**config.mk**
```make
export PLATFORM = sky130hd
export DESIGN_NAME = gjl_front
export DESIGN_NICKNAME = d
export VERILOG_FILES = /design/src/rtl/gjl_pkg.sv /design/src/rtl/gjl_div_pipe.sv /design/src/rtl/gjl_front.sv
export SDC_FILE = /design/constraint.sdc
export NUM_CORES = 2
export LEC_CHECK = 0
export BUFFER_PORTS_ARGS = -buffer_cell sky130_fd_sc_hd__buf_4
export CAP_MARGIN = 10
export CORE_MARGIN = 2
export CORE_UTILIZATION = 50
export DETAILED_ROUTE_END_ITERATION = 12
export GPL_TIMING_DRIVEN = 0
export PLACE_DENSITY = 0.72
export SYNTH_ARGS = -nofsm -noshare
export SYNTH_HDL_FRONTEND = slang
export SYNTH_SLANG_ARGS = --single-unit
export TNS_END_PERCENT = 20
```
**constraint.sdc**
```tcl
create_clock -name clk -period 10.5 [get_ports clk]
set_input_delay 2.1 -clock clk [delete_from_list [all_inputs] [get_ports clk]]
set_output_delay 2.1 -clock clk [all_outputs]
set_load 0.05 [all_outputs]
```
**src/rtl/gjl_pkg.sv**
```systemverilog
// ----------------------------------------------------------------------------
// gjl_pkg
// Shared widths, codes and item types of the grid jump lookup block.
// ----------------------------------------------------------------------------
package gjl_pkg;

  localparam int CELL_W     = 14;
  localparam int STEP_W     = 15;
  localparam int LABEL_W    = 16;
  localparam int DIR_BITS   = 3;
  localparam int CFG_W      = 15;
  localparam int CFG_IDX_W  = 2;
  localparam int STRIDE_W   = CFG_W + 1;
  localparam int PROD_W     = STRIDE_W + STEP_W;
  localparam int ADDR_W     = 32;

  localparam int MAX_CELLS  = 16384;
  localparam int DIRS       = 8;
  localparam int MEM_DEPTH  = MAX_CELLS * DIRS;
  localparam int MEM_AW     = $clog2(MEM_DEPTH);

  localparam int DIV_STAGES = CELL_W;
  localparam int QUEUE_DEPTH = 4;
  localparam int QUEUE_AW    = $clog2(QUEUE_DEPTH);

  typedef logic [DIR_BITS-1:0] dir_t;

  localparam dir_t DIR_N  = 3'd0;
  localparam dir_t DIR_S  = 3'd1;
  localparam dir_t DIR_E  = 3'd2;
  localparam dir_t DIR_W  = 3'd3;
  localparam dir_t DIR_NE = 3'd4;
  localparam dir_t DIR_NW = 3'd5;
  localparam dir_t DIR_SE = 3'd6;
  localparam dir_t DIR_SW = 3'd7;

  localparam logic FUNC_WRITE = 1'b0;
  localparam logic FUNC_QUERY = 1'b1;

  localparam logic [CFG_IDX_W-1:0] REG_ROW_WIDTH  = 2'd0;
  localparam logic [CFG_IDX_W-1:0] REG_ROW_COUNT  = 2'd1;
  localparam logic [CFG_IDX_W-1:0] REG_CELL_TOTAL = 2'd2;

  typedef struct packed {
    logic               func;
    logic [CELL_W-1:0]  cell_id;
    dir_t               dir;
    logic [CELL_W-1:0]  goal;
    logic [LABEL_W-1:0] label;
  } item_t;

  // Classified item handed from the front to the back.
  typedef struct packed {
    logic                func;
    logic [CELL_W-1:0]   cell_id;
    dir_t                dir;
    logic [CELL_W-1:0]   goal;
    logic [LABEL_W-1:0]  label;
    logic                gok;
    logic [CELL_W-1:0]   gdelta;
    logic [CELL_W-1:0]   rowdist;
    logic                same_col;
    logic                diag_ok;
    logic [CELL_W-1:0]   k;
    logic [CELL_W-1:0]   rem;
    logic [STRIDE_W-1:0] stride;
    logic [CELL_W-1:0]   mid;
    logic                mid_oob;
    dir_t                sdir;
  } job_t;

  typedef struct packed {
    logic              valid;
    logic [CELL_W-1:0] jump_cell;
    logic              dead_end;
    logic              goal_hit;
    logic [STEP_W-1:0] diagonal_steps;
    logic [STEP_W-1:0] straight_steps;
  } res_t;

endpackage

```
**src/rtl/gjl_div_pipe.sv**
```systemverilog
// ----------------------------------------------------------------------------
// gjl_div_pipe
// Pipelined restoring divider: one quotient bit per stage.
// ----------------------------------------------------------------------------
module gjl_div_pipe (
  input  logic                       clk,
  input  logic [gjl_pkg::CELL_W-1:0] dividend,
  input  logic [gjl_pkg::CFG_W-1:0]  divisor,
  output logic [gjl_pkg::CELL_W-1:0] quotient,
  output logic [gjl_pkg::CELL_W-1:0] remainder
);
  import gjl_pkg::*;

  logic [CFG_W-1:0]  rem_r [DIV_STAGES];
  logic [CELL_W-1:0] quo_r [DIV_STAGES];
  logic [CELL_W-1:0] dvd_r [DIV_STAGES-1];

  for (genvar s = 0; s < DIV_STAGES; s++) begin : g_stage
    logic [CFG_W-1:0]  rem_in;
    logic [CELL_W-1:0] quo_in;
    logic [CELL_W-1:0] dvd_in;
    logic [CFG_W:0]    trial;
    logic [CFG_W:0]    diff;
    logic              ge;

    if (s == 0) begin : g_first
      assign rem_in = '0;
      assign quo_in = '0;
      assign dvd_in = dividend;
    end else begin : g_next
      assign rem_in = rem_r[s-1];
      assign quo_in = quo_r[s-1];
      assign dvd_in = dvd_r[s-1];
    end

    assign trial = {rem_in, dvd_in[CELL_W-1-s]};
    assign ge    = trial >= {1'b0, divisor};
    assign diff  = trial - {1'b0, divisor};

    always_ff @(posedge clk) begin
      rem_r[s] <= ge ? diff[CFG_W-1:0] : trial[CFG_W-1:0];
      quo_r[s] <= {quo_in[CELL_W-2:0], ge};
    end

    if (s < DIV_STAGES - 1) begin : g_carry
      always_ff @(posedge clk) begin
        dvd_r[s] <= dvd_in;
      end
    end
  end

  assign quotient  = quo_r[DIV_STAGES-1];
  assign remainder = rem_r[DIV_STAGES-1][CELL_W-1:0];

endmodule

```
**src/rtl/gjl_front.sv**
```systemverilog
// ----------------------------------------------------------------------------
// gjl_front
// Takes items, splits cell ids into row and column, and classifies queries.
// ----------------------------------------------------------------------------
module gjl_front (
  input  logic                       clk,
  input  logic                       rst_n,
  input  logic                       acc,
  input  gjl_pkg::item_t             item,
  input  logic [gjl_pkg::CFG_W-1:0]  w_eff,
  input  logic [gjl_pkg::CFG_W-1:0]  row_count,
  input  logic [gjl_pkg::CFG_W-1:0]  cell_total,
  output logic                       push,
  output gjl_pkg::job_t              job
);
  import gjl_pkg::*;

  item_t             item_r;
  logic              vld_r;
  item_t             pay_r [DIV_STAGES];
  logic              pv_r  [DIV_STAGES];
  logic [CELL_W-1:0] qn, rn, qg, rg;

  job_t              c1_r, c1_nxt;
  logic              c1v_r;
  job_t              job_r, job_nxt;
  logic              push_r;

  always_ff @(posedge clk) begin
    item_r <= item;
    pay_r[0] <= item_r;
    for (int i = 1; i < DIV_STAGES; i++) pay_r[i] <= pay_r[i-1];
    if (!rst_n) begin
      vld_r <= 1'b0;
      for (int i = 0; i < DIV_STAGES; i++) pv_r[i] <= 1'b0;
    end else begin
      vld_r <= acc;
      pv_r[0] <= vld_r;
      for (int i = 1; i < DIV_STAGES; i++) pv_r[i] <= pv_r[i-1];
    end
  end

  gjl_div_pipe u_div_node (
    .clk(clk), .dividend(item_r.cell_id), .divisor(w_eff), .quotient(qn), .remainder(rn)
  );

  gjl_div_pipe u_div_goal (
    .clk(clk), .dividend(item_r.goal), .divisor(w_eff), .quotient(qg), .remainder(rg)
  );

  // Classify: straight reach data and diagonal turn point.
  always_comb begin
    item_t             p;
    logic              fwd, north, east, horiz, span_ok;
    logic [CELL_W:0]   gd, span, yd, xd;
    logic [CELL_W-1:0] xs, ys;
    p       = pay_r[DIV_STAGES-1];
    fwd     = (p.dir == DIR_S) || (p.dir == DIR_E);
    north   = (p.dir == DIR_NE) || (p.dir == DIR_NW);
    east    = (p.dir == DIR_NE) || (p.dir == DIR_SE);
    gd      = fwd ? {1'b0, p.goal} - {1'b0, p.cell_id} : {1'b0, p.cell_id} - {1'b0, p.goal};
    span    = north ? {1'b0, p.cell_id} - {1'b0, p.goal} : {1'b0, p.goal} - {1'b0, p.cell_id};
    yd      = north ? {1'b0, qn} - {1'b0, qg} : {1'b0, qg} - {1'b0, qn};
    xd      = east ? {1'b0, rg} - {1'b0, rn} : {1'b0, rn} - {1'b0, rg};
    xs      = xd[CELL_W-1:0];
    ys      = yd[CELL_W-1:0];
    span_ok = !span[CELL_W] && (span < cell_total);
    horiz   = ys < xs;

    c1_nxt          = '0;
    c1_nxt.func     = p.func;
    c1_nxt.cell_id  = p.cell_id;
    c1_nxt.dir      = p.dir;
    c1_nxt.goal     = p.goal;
    c1_nxt.label    = p.label;
    c1_nxt.gok      = !gd[CELL_W];
    c1_nxt.gdelta   = gd[CELL_W-1:0];
    c1_nxt.rowdist  = fwd ? qg - qn : qn - qg;
    c1_nxt.same_col = rn == rg;
    c1_nxt.diag_ok  = span_ok && !xd[CELL_W] && !yd[CELL_W] && (xd < w_eff)
                      && (yd < row_count);
    c1_nxt.k        = horiz ? ys : xs;
    c1_nxt.rem      = horiz ? xs - ys : ys - xs;
    c1_nxt.stride   = (north == east) ? {1'b0, w_eff} - STRIDE_W'(1)
                                      : {1'b0, w_eff} + STRIDE_W'(1);
    c1_nxt.sdir     = horiz ? (east ? DIR_E : DIR_W) : (north ? DIR_N : DIR_S);
  end

  // Turn point cell: start moved k diagonal steps; flag it when past the store.
  always_comb begin
    logic [STRIDE_W+CELL_W-1:0] prod;
    logic [STRIDE_W+CELL_W:0]   mid_full;
    logic                       north;
    prod     = c1_r.stride * c1_r.k;
    north    = (c1_r.dir == DIR_NE) || (c1_r.dir == DIR_NW);
    mid_full = north ? {{(STRIDE_W+1){1'b0}}, c1_r.cell_id} - {1'b0, prod}
                     : {{(STRIDE_W+1){1'b0}}, c1_r.cell_id} + {1'b0, prod};
    job_nxt  = c1_r;
    job_nxt.mid     = mid_full[CELL_W-1:0];
    job_nxt.mid_oob = |mid_full[STRIDE_W+CELL_W:CELL_W];
  end

  always_ff @(posedge clk) begin
    c1_r  <= c1_nxt;
    job_r <= job_nxt;
    if (!rst_n) begin
      c1v_r  <= 1'b0;
      push_r <= 1'b0;
    end else begin
      c1v_r  <= pv_r[DIV_STAGES-1];
      push_r <= c1v_r;
    end
  end

  assign push = push_r;
  assign job  = job_r;

endmodule

```
==> results.py <==
metrics = {
    "place": {
        "io_buffers": 236,
        "place.gp.congestion": 0.9021,
        "hpwl_mm": 121.9,
    },
    "min_path": {
        "min_path_type": "reg2reg",
    },
    "die": {
        "io_pins": 238,
        "die_x_um": 377.9,
        "dieArea_um2": 142800,
        "die_y_um": 377.9,
        "initial_core_util_pct": 50.22,
        "core-area_um2": 139200,
        "std_cell_rows": 137,
    },
    "critical_path": {
        "critPathRequiredTime_ns": 11.11,
        "end_kind": "register",
        "r2r_slack_ns": 1.32,
        "path_max_fanout": 10,
        "cp_data_arrival_time_ns": 9.79,
        "crit_path_top_delay_cell": "clkbuf_1",
        "critPathKind": "reg2reg",
        "crit_top_cell": "fa_1",
        "start_kind": "register",
        "cpPeakStageDelay_ns": 0.63,
    },
    "synthesis": {
        "syn_nets": 7659,
        "synth_flop_cell": "dfxtp_1",
        "synth.most_common_cell": "dfxtp_1",
        "synth-seq-cells": 1630,
        "syn-cell-area_um2": 69910,
        "synth.distinct_cells": 91,
        "synth_edf_count": 0,
        "synthTopCellsByArea": "dfxtp_1 (47%), ha_1 (12%), fa_1 (5.8%)",
        "seq_area_frac_synth_pct": 46.68,
        "yosys-top-cells-count": "dfxtp_1 (1630), inv_1 (672), ha_1 (670), nor2_1 (476), nand2_1 (469)",
        "ys_warn_count": 0,
        "avgSynthCellArea_um2": 10.45,
        "async_reset_ff_share_pct": 0,
        "synthDominantCellAreaShare_pct": 46.68,
        "synth_cells": 6692,
        "synth_area_leader_cell": "dfxtp_1",
    },
    "clock_tree": {
        "path_clk_slew_ns": 0.06,
        "cts_tree": "built",
        "postCtsResizedCells": 0,
        "cts.hold.buffers_added": 0,
        "insertion_delay_ns": 0.81,
        "htreeDepth": 4,
        "cts_buffers": 161,
        "clockBufferDepth": 3,
        "root_buffer": "clkbuf_16",
        "numClockSinks": 1630,
        "cts_setup_buffers": 0,
    },
    "grt": {
        "grt_max_degree": 32,
        "grt_use_met1_pct": 28.83,
        "overflow": 0,
        "grt_pass1_wl_mm": 249.6,
        "use_met2_pct": 37.17,
        "grt_pass1_vias": 47201,
        "busiest_layer": "met2",
        "grt_usage_pct": 22.24,
        "globalRouteMet3Util_pct": 3.261,
        "antenna_found_initial": 5,
    },
    "timing": {
        "finClkSkew_ns": 0.03517,
        "fin_crit_sh_pct": 87.41,
        "fmax_mhz": 109.0,
        "finalHoldViolations": 0,
        "tns_ns": 0,
        "slew_violations": 0,
        "setup_viol": 0,
        "worst_pin_slew_ns": 1.058,
        "rsz0062_at_grt": "no",
        "slew_headroom_pct": 29.05,
        "layout_min_cycle_time_ns": 9.178,
    },
    "final_layout": {
        "finalNetCount": 8074,
        "post-route-util_pct": 57.60,
        "fillers": 11688,
        "layout-drive-gt1-share_pct": 12.61,
        "syn2layout_area_growth_pct": 14.68,
    },
    "route": {
        "ant_nets": 0,
        "num_vias": 47664,
        "drt_iter0_markers": 2672,
        "viasPerCell": 5.228,
        "routed_wl_mm": 159.6,
        "drcViolationCount": 0,
        "wl_per_cell_um": 17.51,
        "firstDrtPassIters": 8,
    },
    "outcome": {
        "outcome": "complete, no violations",
    },
    "flow_run": {
        "cap_viol_max_count": 0,
    },
}
-- area by class of cell --
type                       instances  area, µm²  share of cell area [%]
antenna                            1      2.502                0.003122
sequential                      1630      32630                   40.70
clock inverter                    86       1284                   1.601
tap                             1876       2347                   2.928
multi-input combinational       4272      34310                   42.79
inverter                         674       2530                   3.156
timing repair buffer             252       2078                   2.592
buffer                           116      450.4                  0.5619
clock buffer                     210       4536                   5.658
-- path summary, 6_finish.rpt --
check / startpoint / depth (start not counted) / endpoint
min: u_div_node.dvd_r[1][67] / 0 / pay_r[1][284]
min reg2reg: u_div_node.dvd_r[1][67] / 0 / pay_r[1][284]
max: c1_r[21] / 30 / job[3]
max reg2reg: c1_r[21] / 30 / job[3]
-- logic make-up (layout without fill, tap and decap cells) --
kind of cell	Yosys count	in the layout	synth area share (%)
other	1	2	0.005364
flip-flops	1630	1630	46.68
adder cells (fa/ha/maj)	871	871	17.75
buffers and inverters	790	1338	4.263
AND/OR/NAND/NOR	1535	1535	10.26
multiplexers	437	437	6.835
XOR/XNOR	259	259	3.283
AO/OA/AOI/OAI	1169	1169	10.92
-- registers in the layout, summed over array words and instances, names as in the netlist --
| signal | count |
|---|---|
| u_div_goal.dvd_r | 169 |
| u_div_goal.quo_r | 105 |
| job | 140 |
| u_div_node.rem_r | 209 |
| item_r | 48 |
| c1_r | 125 |
| u_div_goal.rem_r | 209 |
| u_div_node.quo_r | 105 |
| pay_r | 323 |
| push | 1 |
| u_div_node.dvd_r | 180 |
| vld_r | 1 |
| pv_r | 14 |
| c1v_r | 1 |
-- worst max-delay path: cells and delay by family, from the launching register on --
family / cells / cell delay [ns]
fa+ha+maj: 8 / 3.33
simple gates: 8 / 1.92
compound gates: 6 / 1.85
buf+inv: 6 / 0.98
flops: 1 / 0.56
xor+xnor: 2 / 0.35
-- cells in the final DEF (no fill, tap or decap), drive strengths merged, types with 11 or more instances in the layout --
master,Yosys,routed
clkinv,2,38
a21boi,169,169
buf,14,266
xor2,93,93
mux2,323,323
nor2b,99,99
o41ai,26,26
a31oi,14,14
nand2,470,470
o22ai,21,21
a21oi,265,265
ha,670,670
o21a,51,51
a221oi,20,20
o211ai,30,30
inv,672,687
nor3,44,44
nor4,11,11
nand2b,42,42
o31ai,25,25
dfxtp,1630,1630
bufinv,0,22
clkinvlp,0,13
nand3,94,94
o21bai,45,45
and2,141,141
mux2i,114,114
xnor2,166,166
nor2,476,476
nand4,96,96
o21ai,276,276
a21o,116,116
or3,18,18
fa,201,201
a211oi,16,16
clkbuf,102,312
a31o,16,16
-- through the flow --
step / worst slack (ns) / instances / hold WS, ns / cell area, µm²
5_1_grt: 1.008 / 9116 / 0.3111 / 80160
2_1_floorplan: 2.561 / 6692 / 0.3096 / 69910
6_report: 1.322 / 9117 / 0.2950 / 80170
3_3_place_gp: 1.370 / 8804 / 0.3095 / 74020
4_1_cts: 1.400 / 9116 / 0.3033 / 80160
3_5_place_dp: 1.445 / 8820 / 0.3121 / 74340
-- layer usage --
layer,vias to the layer above,wire length [µm],share of wire [%]
met5,-,29,0.018
met4,4,6198,3.9
met3,330,7386,4.6
met2,1155,74030,46
met1,22652,71960,45
li1,23523,-,-
Power is not shown: default switching activity piles up to over one toggle a cycle in this logic, so the estimate is an artifact.
