## src/rtl/gjl_pkg.sv

```systemverilog
// ----------------------------------------------------------------------------
// gjl_pkg
// Shared widths, codes and item types of the grid jump lookup block.
// ----------------------------------------------------------------------------
package gjl_pkg;

  localparam int CELL_W     = 14;
  localparam int STEP_W     = 15;
  localparam int LABEL_W    = 16;
  localparam int DIR_BITS   = 3;
  localparam int CFG_W      = 15;
  localparam int CFG_IDX_W  = 2;
  localparam int STRIDE_W   = CFG_W + 1;
  localparam int PROD_W     = STRIDE_W + STEP_W;
  localparam int ADDR_W     = 32;

  localparam int MAX_CELLS  = 16384;
  localparam int DIRS       = 8;
  localparam int MEM_DEPTH  = MAX_CELLS * DIRS;
  localparam int MEM_AW     = $clog2(MEM_DEPTH);

  localparam int DIV_STAGES = CELL_W;
  localparam int QUEUE_DEPTH = 4;
  localparam int QUEUE_AW    = $clog2(QUEUE_DEPTH);

  typedef logic [DIR_BITS-1:0] dir_t;

  localparam dir_t DIR_N  = 3'd0;
  localparam dir_t DIR_S  = 3'd1;
  localparam dir_t DIR_E  = 3'd2;
  localparam dir_t DIR_W  = 3'd3;
  localparam dir_t DIR_NE = 3'd4;
  localparam dir_t DIR_NW = 3'd5;
  localparam dir_t DIR_SE = 3'd6;
  localparam dir_t DIR_SW = 3'd7;

  localparam logic FUNC_WRITE = 1'b0;
  localparam logic FUNC_QUERY = 1'b1;

  localparam logic [CFG_IDX_W-1:0] REG_ROW_WIDTH  = 2'd0;
  localparam logic [CFG_IDX_W-1:0] REG_ROW_COUNT  = 2'd1;
  localparam logic [CFG_IDX_W-1:0] REG_CELL_TOTAL = 2'd2;

  typedef struct packed {
    logic               func;
    logic [CELL_W-1:0]  cell_id;
    dir_t               dir;
    logic [CELL_W-1:0]  goal;
    logic [LABEL_W-1:0] label;
  } item_t;

  // Classified item handed from the front to the back.
  typedef struct packed {
    logic                func;
    logic [CELL_W-1:0]   cell_id;
    dir_t                dir;
    logic [CELL_W-1:0]   goal;
    logic [LABEL_W-1:0]  label;
    logic                gok;
    logic [CELL_W-1:0]   gdelta;
    logic [CELL_W-1:0]   rowdist;
    logic                same_col;
    logic                diag_ok;
    logic [CELL_W-1:0]   k;
    logic [CELL_W-1:0]   rem;
    logic [STRIDE_W-1:0] stride;
    logic [CELL_W-1:0]   mid;
    logic                mid_oob;
    dir_t                sdir;
  } job_t;

  typedef struct packed {
    logic              valid;
    logic [CELL_W-1:0] jump_cell;
    logic              dead_end;
    logic              goal_hit;
    logic [STEP_W-1:0] diagonal_steps;
    logic [STEP_W-1:0] straight_steps;
  } res_t;

endpackage

```

## src/rtl/gjl_queue.sv

```systemverilog
// ----------------------------------------------------------------------------
// gjl_queue
// Short FIFO between the front and the back.
// ----------------------------------------------------------------------------
module gjl_queue (
  input  logic          clk,
  input  logic          rst_n,
  input  logic          push,
  input  gjl_pkg::job_t din,
  input  logic          pop,
  output logic          head_valid,
  output gjl_pkg::job_t dout,
  output logic          full
);
  import gjl_pkg::*;

  job_t                slot_r [QUEUE_DEPTH];
  logic [QUEUE_AW-1:0] wp_r, rp_r;
  logic [QUEUE_AW:0]   cnt_r;
  logic                do_pop;

  assign do_pop     = pop && (cnt_r != '0);
  assign head_valid = cnt_r != '0;
  assign dout       = slot_r[rp_r];
  assign full       = cnt_r == (QUEUE_AW+1)'(QUEUE_DEPTH);

  always_ff @(posedge clk) begin
    if (push && !full) slot_r[wp_r] <= din;
    if (!rst_n) begin
      wp_r  <= '0;
      rp_r  <= '0;
      cnt_r <= '0;
    end else begin
      if (push && !full) wp_r <= wp_r + 1'b1;
      if (do_pop) rp_r <= rp_r + 1'b1;
      cnt_r <= cnt_r + (QUEUE_AW+1)'(push && !full) - (QUEUE_AW+1)'(do_pop);
    end
  end

endmodule

```

## config.mk

```make
export PLATFORM = sky130hd
export DESIGN_NAME = gjl_queue
export DESIGN_NICKNAME = d
export VERILOG_FILES = /design/src/rtl/gjl_pkg.sv /design/src/rtl/gjl_queue.sv
export SDC_FILE = /design/constraint.sdc
export NUM_CORES = 1
export LEC_CHECK = 0
export CAP_MARGIN = 5
export CORE_MARGIN = 3
export CORE_UTILIZATION = 25
export CTS_BUF_LIST = sky130_fd_sc_hd__clkbuf_4 sky130_fd_sc_hd__clkbuf_8
export DETAILED_ROUTE_END_ITERATION = 12
export DONT_BUFFER_PORTS = 1
export HOLD_SLACK_MARGIN = 0.1
export PLACE_DENSITY_LB_ADDON = 0.2
export SYNTH_ARGS = -nofsm -noshare
export SYNTH_HDL_FRONTEND = slang
export SYNTH_SLANG_ARGS = --single-unit
```

## constraint.sdc

```tcl
create_clock -name clk -period 5.36 [get_ports clk]
set_input_delay 0.536 -clock clk [delete_from_list [all_inputs] [get_ports clk]]
set_output_delay 0.536 -clock clk [all_outputs]
set_load 0.1 [all_outputs]
```

==> metrics.md, run 1 <==
| Metric | Value |
|---|---|
| Total count of max-transition violations in the final report | 0 |
| Post-Synthesis Cells | between 700 and 800 |
| CTS Root Buffer Type | clkbuf_8 |
| Setup slack after layout | 2.05 ns |
| Distinct cell type count after synthesis | 19 |
| Cell types with the highest counts after synthesis | edfxtp_1 (564), mux4_2 (141), buf_2 (16) |
| Number of instances resized during post-cts repair | 0 |
| Lkg Pwr | between 7 and 8 nW |
| Number of global-route vias before repair | approximately 9.7k |
| Type of the most critical hold path | primary input to register |
| Yosys warning count | 0 |
| Setup slack after placement | 1.93 ns |
| CP Max Fanout | 52 |
| Final worst path period share | between 60% and 70% |
| Post-layout utilization of the core | a little under a third |
| Setup repair after global routing missed its margin | false |
| Number of clock sinks | 573 |
| Post-route antenna net violation count | 0 |
| Synthesized area per cell | 26.5 um2 |
| Max cap viols | 0 |
| Post-layout net count | 1159 |
| Power consumption | approximately 15 mW |
| Fraction of registers with async set/reset | 0% |
| Yosys reg bits | between 500 and 600 |
| DRC violations left | 0 |
| Count of filler cells inserted in the layout | 7886 |
| Wire per inst | 21.1 um |
| Routed wire length | approximately 45 mm |
| Area after DPL | 22100 um2 |
| Clock tree from TritonCTS | yes |
| Critical path endpoint category | register |
| Count of routing violations after the opening detailed-route iteration | ~380 |
| Number of antenna violations at the first check in global routing | 8 |
| Signed area change from the synthesized netlist to the final layout | 22.3% |
| Overall die height | 294 um |
| Clock latency on the worst-skew pair | 0.67 ns |
| Run status | completed |
| Post-route design area | 25400 um2 |
| Most instantiated library cell after synthesis | edfxtp_1 |
| Transition at the pin with the smallest max-transition slack | about 1.1 ns |
| Fraction of layout cells with a size suffix above 1 | between 20% and 30% |
| Class of the most critical setup path | register to register |
| Post-CTS setup repair buffer count | 0 |
| Post-Synthesis Net Count | 937 |
| Post-synth EDFFs | 564 |
| Num rows | 105 |
| Leftover overflow at the end of global routing | 0 |
| Gpl congestion | between 0.6 and 0.7 |
| I/O pin count | roughly 290 |
| Final number of hold-violating endpoints | 0 |
| Ratio of total power to cell area | a little under 600 nW/um2 |
| Placed cell count | about 1.8k |
| Primary FF master, synth | edfxtp_1 |
| Port Buffers | 0 |
| Cell area after technology mapping | a little over 20000 um2 |
| Placeable core region | 82200 um2 |
| Min Tclk post-route | approximately 3.3 ns |
| Setup Total Neg Slack | 0 ns |
| Number of buffers on the longest clock path | 3 |
| Vias/cell | 4.16 |
| Fin Clk Skew | between 0.03 and 0.04 ns |
| Highest clock rate | 302 MHz |
| Total half-perimeter wirelength after legalization and detailed placement | 26.2 mm |
| Count of hold-fix buffers inserted at cts | 142 |
| Vias | around 9.0k |
| Sequential-to-total area share from yosys stat | 82.3% |
| Worst hold-check slack | 0.260 ns |
| Effective utilization at floorplan | around a quarter |
| Worst Path Arrival | 3.58 ns |
| Die ar. | between 80000 and 90000 um2 |
| Non-filler instance count after layout | about 2.2k |
| Peak supply drop | about 0.0003 V |
| Largest net degree at the start of global routing | 64 |
| Share of the synthesized area in the top cell type | about four fifths |
| Setup violation total in the final timing report | 0 |
| Crit path launch type | register |
| Worst slew margin relative to its limit | 28.0% |
| Total global-route track usage | approximately 10% |
| Leading cell types by total area after synthesis | edfxtp_1 (81%), mux4_2 (15%), dfxtp_1 (0.87%) |
| Cts bufs inserted | 98 |
| Worst setup slack for register-to-register paths | ~2.1 ns |
| First-pass GRT wire length | around 66 mm |
| Clock Pin Slew Worst Setup and Hold Paths | 0.06 ns |
| First-pass detailed-route iteration total | 4 |
| Worst endpoint required time | between 5 and 6 ns |
| Die outline width | around 290 um |
| Number of H-tree branching levels | 3 |
| Cell type contributing the most total cell area after synthesis | edfxtp_1 |
## sequential cells by signal, summed over array words and instances, names as in the netlist, named ones only
signal  flops
slot_r    564
cnt_r       3
rp_r        2
wp_r        2
## layer usage
layer  share of wire, %  wire length (um)  track usage, %  vias up
met2                 47             21400            16.2      268
li1                   -                 -               -     3862
met3                7.4              3350            3.94       97
met1                 42             19300            12.9     4757
met5              0.059                27               0        -
met4                3.0              1380            4.02        4
## cell type report
cell class                 instances  area [um2]  area share [%]
tap                             1070        1340            5.26
clock inverter                    45         314            1.24
inverter                           5        18.8          0.0738
clock buffer                     132        1600            6.31
timing repair buffer             156        1550            6.10
antenna                            6        15.0          0.0590
multi-input combinational        173        3460            13.6
sequential                       573       17100            67.3
## critical path, cell delays in order, from the launching register on
cell and delay [ns]:
dfxtp_1 0.49, nor3b_4 0.22, nor2b_1 0.50, and2_4 0.81, buf_4 0.80
## placed cells by master, fill, tap and decap left out, types with 5 or more instances in the layout
| master | instances |
|---|---|
| buf_4 | 12 |
| clkbuf_4 | 34 |
| clkbuf_8 | 98 |
| clkinv_1 | 24 |
| clkinv_2 | 10 |
| dfxtp_1 | 7 |
| diode_2 | 6 |
| dlygate4sd3_1 | 142 |
| edfxtp_1 | 564 |
| ha_1 | 6 |
| inv_1 | 5 |
| mux4_2 | 141 |
## power by group
group          total (mW)  switching (mW)  internal (mW)
logic                5.49            4.57          0.919
registers            5.55           0.114           5.43
clock network        3.83            1.73           2.10
## worst paths after layout
check | from | end | cells after the start
worst min-delay path | pop | rp_r[0] | 3
worst max-delay path | cnt_r[1] | slot_r[2][103] | 4
worst min register to register | wp_r[1] | wp_r[1] | 2
worst max register to register | cnt_r[1] | slot_r[2][103] | 4
## cell families after synthesis
logic type | Yosys count | share of synthesized area (%)
AND/OR/NAND/NOR | 17 | 0.469
XOR/XNOR | 4 | 0.168
flip-flops | 573 | 82.3
AO/OA/AOI/OAI | 2 | 0.0842
buffers and inverters | 39 | 1.17
multiplexers | 143 | 15.4
adder cells (fa/ha/maj) | 7 | 0.457
Note: power is estimated with default switching activity, not from simulation.
==> run 2: changes to the inputs <==
==> constraint.sdc (replaced) <==
create_clock -name clk -period 2.7 [get_ports clk]
set_input_delay 0.27 -clock clk [delete_from_list [all_inputs] [get_ports clk]]
set_output_delay 0.27 -clock clk [all_outputs]
set_load 0.1 [all_outputs]
==> run 2 against run 1 <==
Final cell count is 1.3% higher. Hold slack better by 0.044 ns. Critical path depth is 1 lower. Largest cell class unchanged.
==> metrics.md, run 2 (synthesis results as in run 1) <==
| Metric | Value |
|---|---|
| Run status | completed (unchanged) |
| Count of filler cells inserted in the layout | 7873 (was 7886) |
| Effective utilization at floorplan | 25.3% (unchanged) |
| Number of flip-flops in the largest register | 564 (unchanged) |
| Peak supply drop | 0.000570 V (was 0.000298 V) |
| Signed area change from the synthesized netlist to the final layout | 25.1% (was 22.3%) |
| Setup Total Neg Slack | 0 ns (unchanged) |
| Final number of hold-violating endpoints | 0 (unchanged) |
| Share of power burned in combinational logic | 37.9% (was 36.9%) |
| Switching Share | 42.7% (was 43.2%) |
| Transition at the pin with the smallest max-transition slack | 0.606 ns (was 1.08 ns) |
| Clock tree from TritonCTS | yes (unchanged) |
| Vias | 8969 (was 8988) |
| Biggest registers after layout | slot_r x564, cnt_r x3 (unchanged) |
| Wire per inst | 21.4 um (was 21.1 um) |
| Flip-flop and latch area | 17100 um2 (about the same) |
| Routed wire length | 46.9 mm (was 45.5 mm) |
| Type of the most critical hold path | primary input to register (unchanged) |
| Gpl congestion | 0.680 (was 0.658) |
| DRC violations left | 0 (unchanged) |
| Most frequent cells in the layout | edfxtp_1 (564), dlygate4sd3_1 (144), mux4_2 (141) (was edfxtp_1 (564), dlygate4sd3_1 (142), mux4_2 (141)) |
| Total half-perimeter wirelength after legalization and detailed placement | 26.5 mm (was 26.2 mm) |
| Setup violation total in the final timing report | 0 (unchanged) |
| First-pass GRT wire length | 67.3 mm (was 66.1 mm) |
| Cts bufs inserted | 100 (was 98) |
| Power share of the clock group | 25.8% (about the same) |
| Most common library cell in the layout ignoring fill and taps | edfxtp_1 (unchanged) |
| Overall die height | 294 um (unchanged) |
| I/O pin count | 288 (unchanged) |
| Largest net degree at the start of global routing | 70 (was 64) |
| Count of routing violations after the opening detailed-route iteration | 372 (was 377) |
| Post-layout utilization of the core | 31.6% (was 30.9%) |
| Class of the most critical setup path | register to primary output (was register to register) |
| Sequential power share | 36.3% (was 37.3%) |
| Switch Pwr | 12.9 mW (was 6.42 mW) |
| Port Buffers | 0 (unchanged) |
| Clock latency on the worst-skew pair | 0.67 ns (about the same) |
| Biggest register | slot_r (unchanged) |
| Worst Path Arrival | 2.32 ns (was 3.58 ns) |
| Post-route antenna net violation count | 0 (unchanged) |
| Leftover overflow at the end of global routing | 0 (unchanged) |
| Num rows | 105 (unchanged) |
| Vias/cell | 4.10 (was 4.16) |
| Final worst path period share | 95.9% |
| Setup repair after global routing missed its margin | true (was false) |
| Lkg Pwr | 8.07 nW (was 7.81 nW) |
| Number of antenna violations at the first check in global routing | 7 (was 8) |
| Max cap viols | 0 (unchanged) |
| Number of global-route vias before repair | 9825 (was 9651) |
| Clock Pin Slew Worst Setup and Hold Paths | 0.07 ns (was 0.06 ns) |
| Die ar. | 86700 um2 (unchanged) |
| Setup slack after placement | 0.560 ns (was 1.93 ns) |
| Slowest library cell on the worst path | mux4_2 (was and2_4) |
| Area of the multi-input gates | 3460 um2 (about the same) |
| Number of H-tree branching levels | 3 (unchanged) |
| Crit path launch type | register (unchanged) |
| Min Tclk post-route | approximately 2.6 ns |
| Number of clock sinks | 573 (unchanged) |
| Setup slack after layout | 0.110 ns (was 2.05 ns) |
| CTS Root Buffer Type | clkbuf_8 (unchanged) |
| CP Max Fanout | 35 (was 52) |
| Fin Clk Skew | 0.0368 ns (was 0.0367 ns) |
| Critical path endpoint category | primary output (was register) |
| Cell internal power dissipation | 17.4 mW (was 8.45 mW) |
| Crit-path cells | buf_12, buf_16, mux4_2 (was nor3b_4, nor2b_1, and2_4, buf_4) |
| Ratio of total power to cell area | 1160 nW/um2 (was 585 nW/um2) |
| Worst endpoint required time | 2.43 ns (was 5.63 ns) |
| Die outline width | 294 um (unchanged) |
| Worst slew margin relative to its limit | 59.7% (was 28.0%) |
| Highest clock rate | about 390 MHz |
| Total count of max-transition violations in the final report | 0 (unchanged) |
| Maximum single-stage delay on the critical path | 0.84 ns (was 0.81 ns) |
| Post-layout net count | 1183 (was 1159) |
| Number of buffers on the longest clock path | 3 (unchanged) |
| Total global-route track usage | 10.6% (was 10.3%) |
| Placeable core region | 82200 um2 (unchanged) |
| Fraction of layout cells with a size suffix above 1 | 30.6% (was 29.1%) |
| First-pass detailed-route iteration total | 4 (unchanged) |
==> run 2: cell count changes in the layout (fill, tap and decap cells not counted), moves of 3 or more <==
cell / before / now
buf_12: 2 / 13
clkinv_2: 10 / 14
clkinv_1: 24 / 29
dfxtp_2: 0 / 3
dfxtp_1: 7 / 4
clkbuf_8: 98 / 102
buf_16: 0 / 7
clkbuf_4: 34 / 30
==> run 2: layout make-up <==
cell class | count | share of cell area, %
clock buffer | 132 | 6.26
tap | 1070 | 5.15
multi-input combinational | 173 | 13.3
sequential | 573 | 65.8
timing repair buffer | 178 | 7.93
clock inverter | 52 | 1.38
antenna | 5 | 0.0481
inverter | 5 | 0.0721
==> run 2: power by group through the flow <==
stage          Clock, mW  Combinational (mW)  Sequential [mW]
5_1_grt             8.64                11.9             11.1
3_5_place_dp           0                11.0             11.2
2_1_floorplan          0                9.79             11.2
3_3_place_gp           0                11.1             11.2
4_1_cts             8.22                11.7             11.0
6_report            7.82                11.5             11.0
==> run 2: routing by layer <==
layer / track usage, % / vias up / routed length [um]
li1: - / 3910 / -
met1: 12.9 / 4675 / 19300
met2: 16.4 / 288 / 21900
met3: 5.08 / 92 / 4290
met4: 3.70 / 4 / 1370
met5: 0 / - / 27
==> run 2: final timing paths <==
| check | startpoint | end | slack [ns] | cells past startpoint |
|---|---|---|---|---|
| setup / recovery | register | dout[33] | 0.11 | 3 |
| hold / removal | din[45] | slot_r[0][45] | 0.30 | 1 |
| setup reg to reg | cnt_r[2] | cnt_r[2] | 0.58 | 11 |
| hold reg to reg | wp_r[1] | wp_r[1] | 0.50 | 2 |
==> run 2: repair_timing <==
action,in CTS,in global routing
endpoints found under the hold margin,573,0
setup buffers,5,0
gates cloned,3,2
hold buffers,144,0
gates resized for setup,8,0
setup endpoints to repair,141,88
==> run 2: per-stage QoR <==
stage | cell area (um2) | hold slack, ns | instances | total power [mW]
floorplan | 20800 | 0.369 | 785 | 20.9
global placement | 22300 | 0.369 | 1845 | 22.3
detailed placement | 22300 | 0.369 | 1845 | 22.3
CTS | 26000 | 0.177 | 2181 | 30.9
global route | 26000 | 0.213 | 2186 | 31.6
finish | 26000 | 0.304 | 2188 | 30.3
==> run 2: worst max-delay path, delay by kind of cell, from the launching register on <==
kind                   cells  cell delay, ns
buffers and inverters      2            0.40
DFF                        1            0.37
muxes                      1            0.84
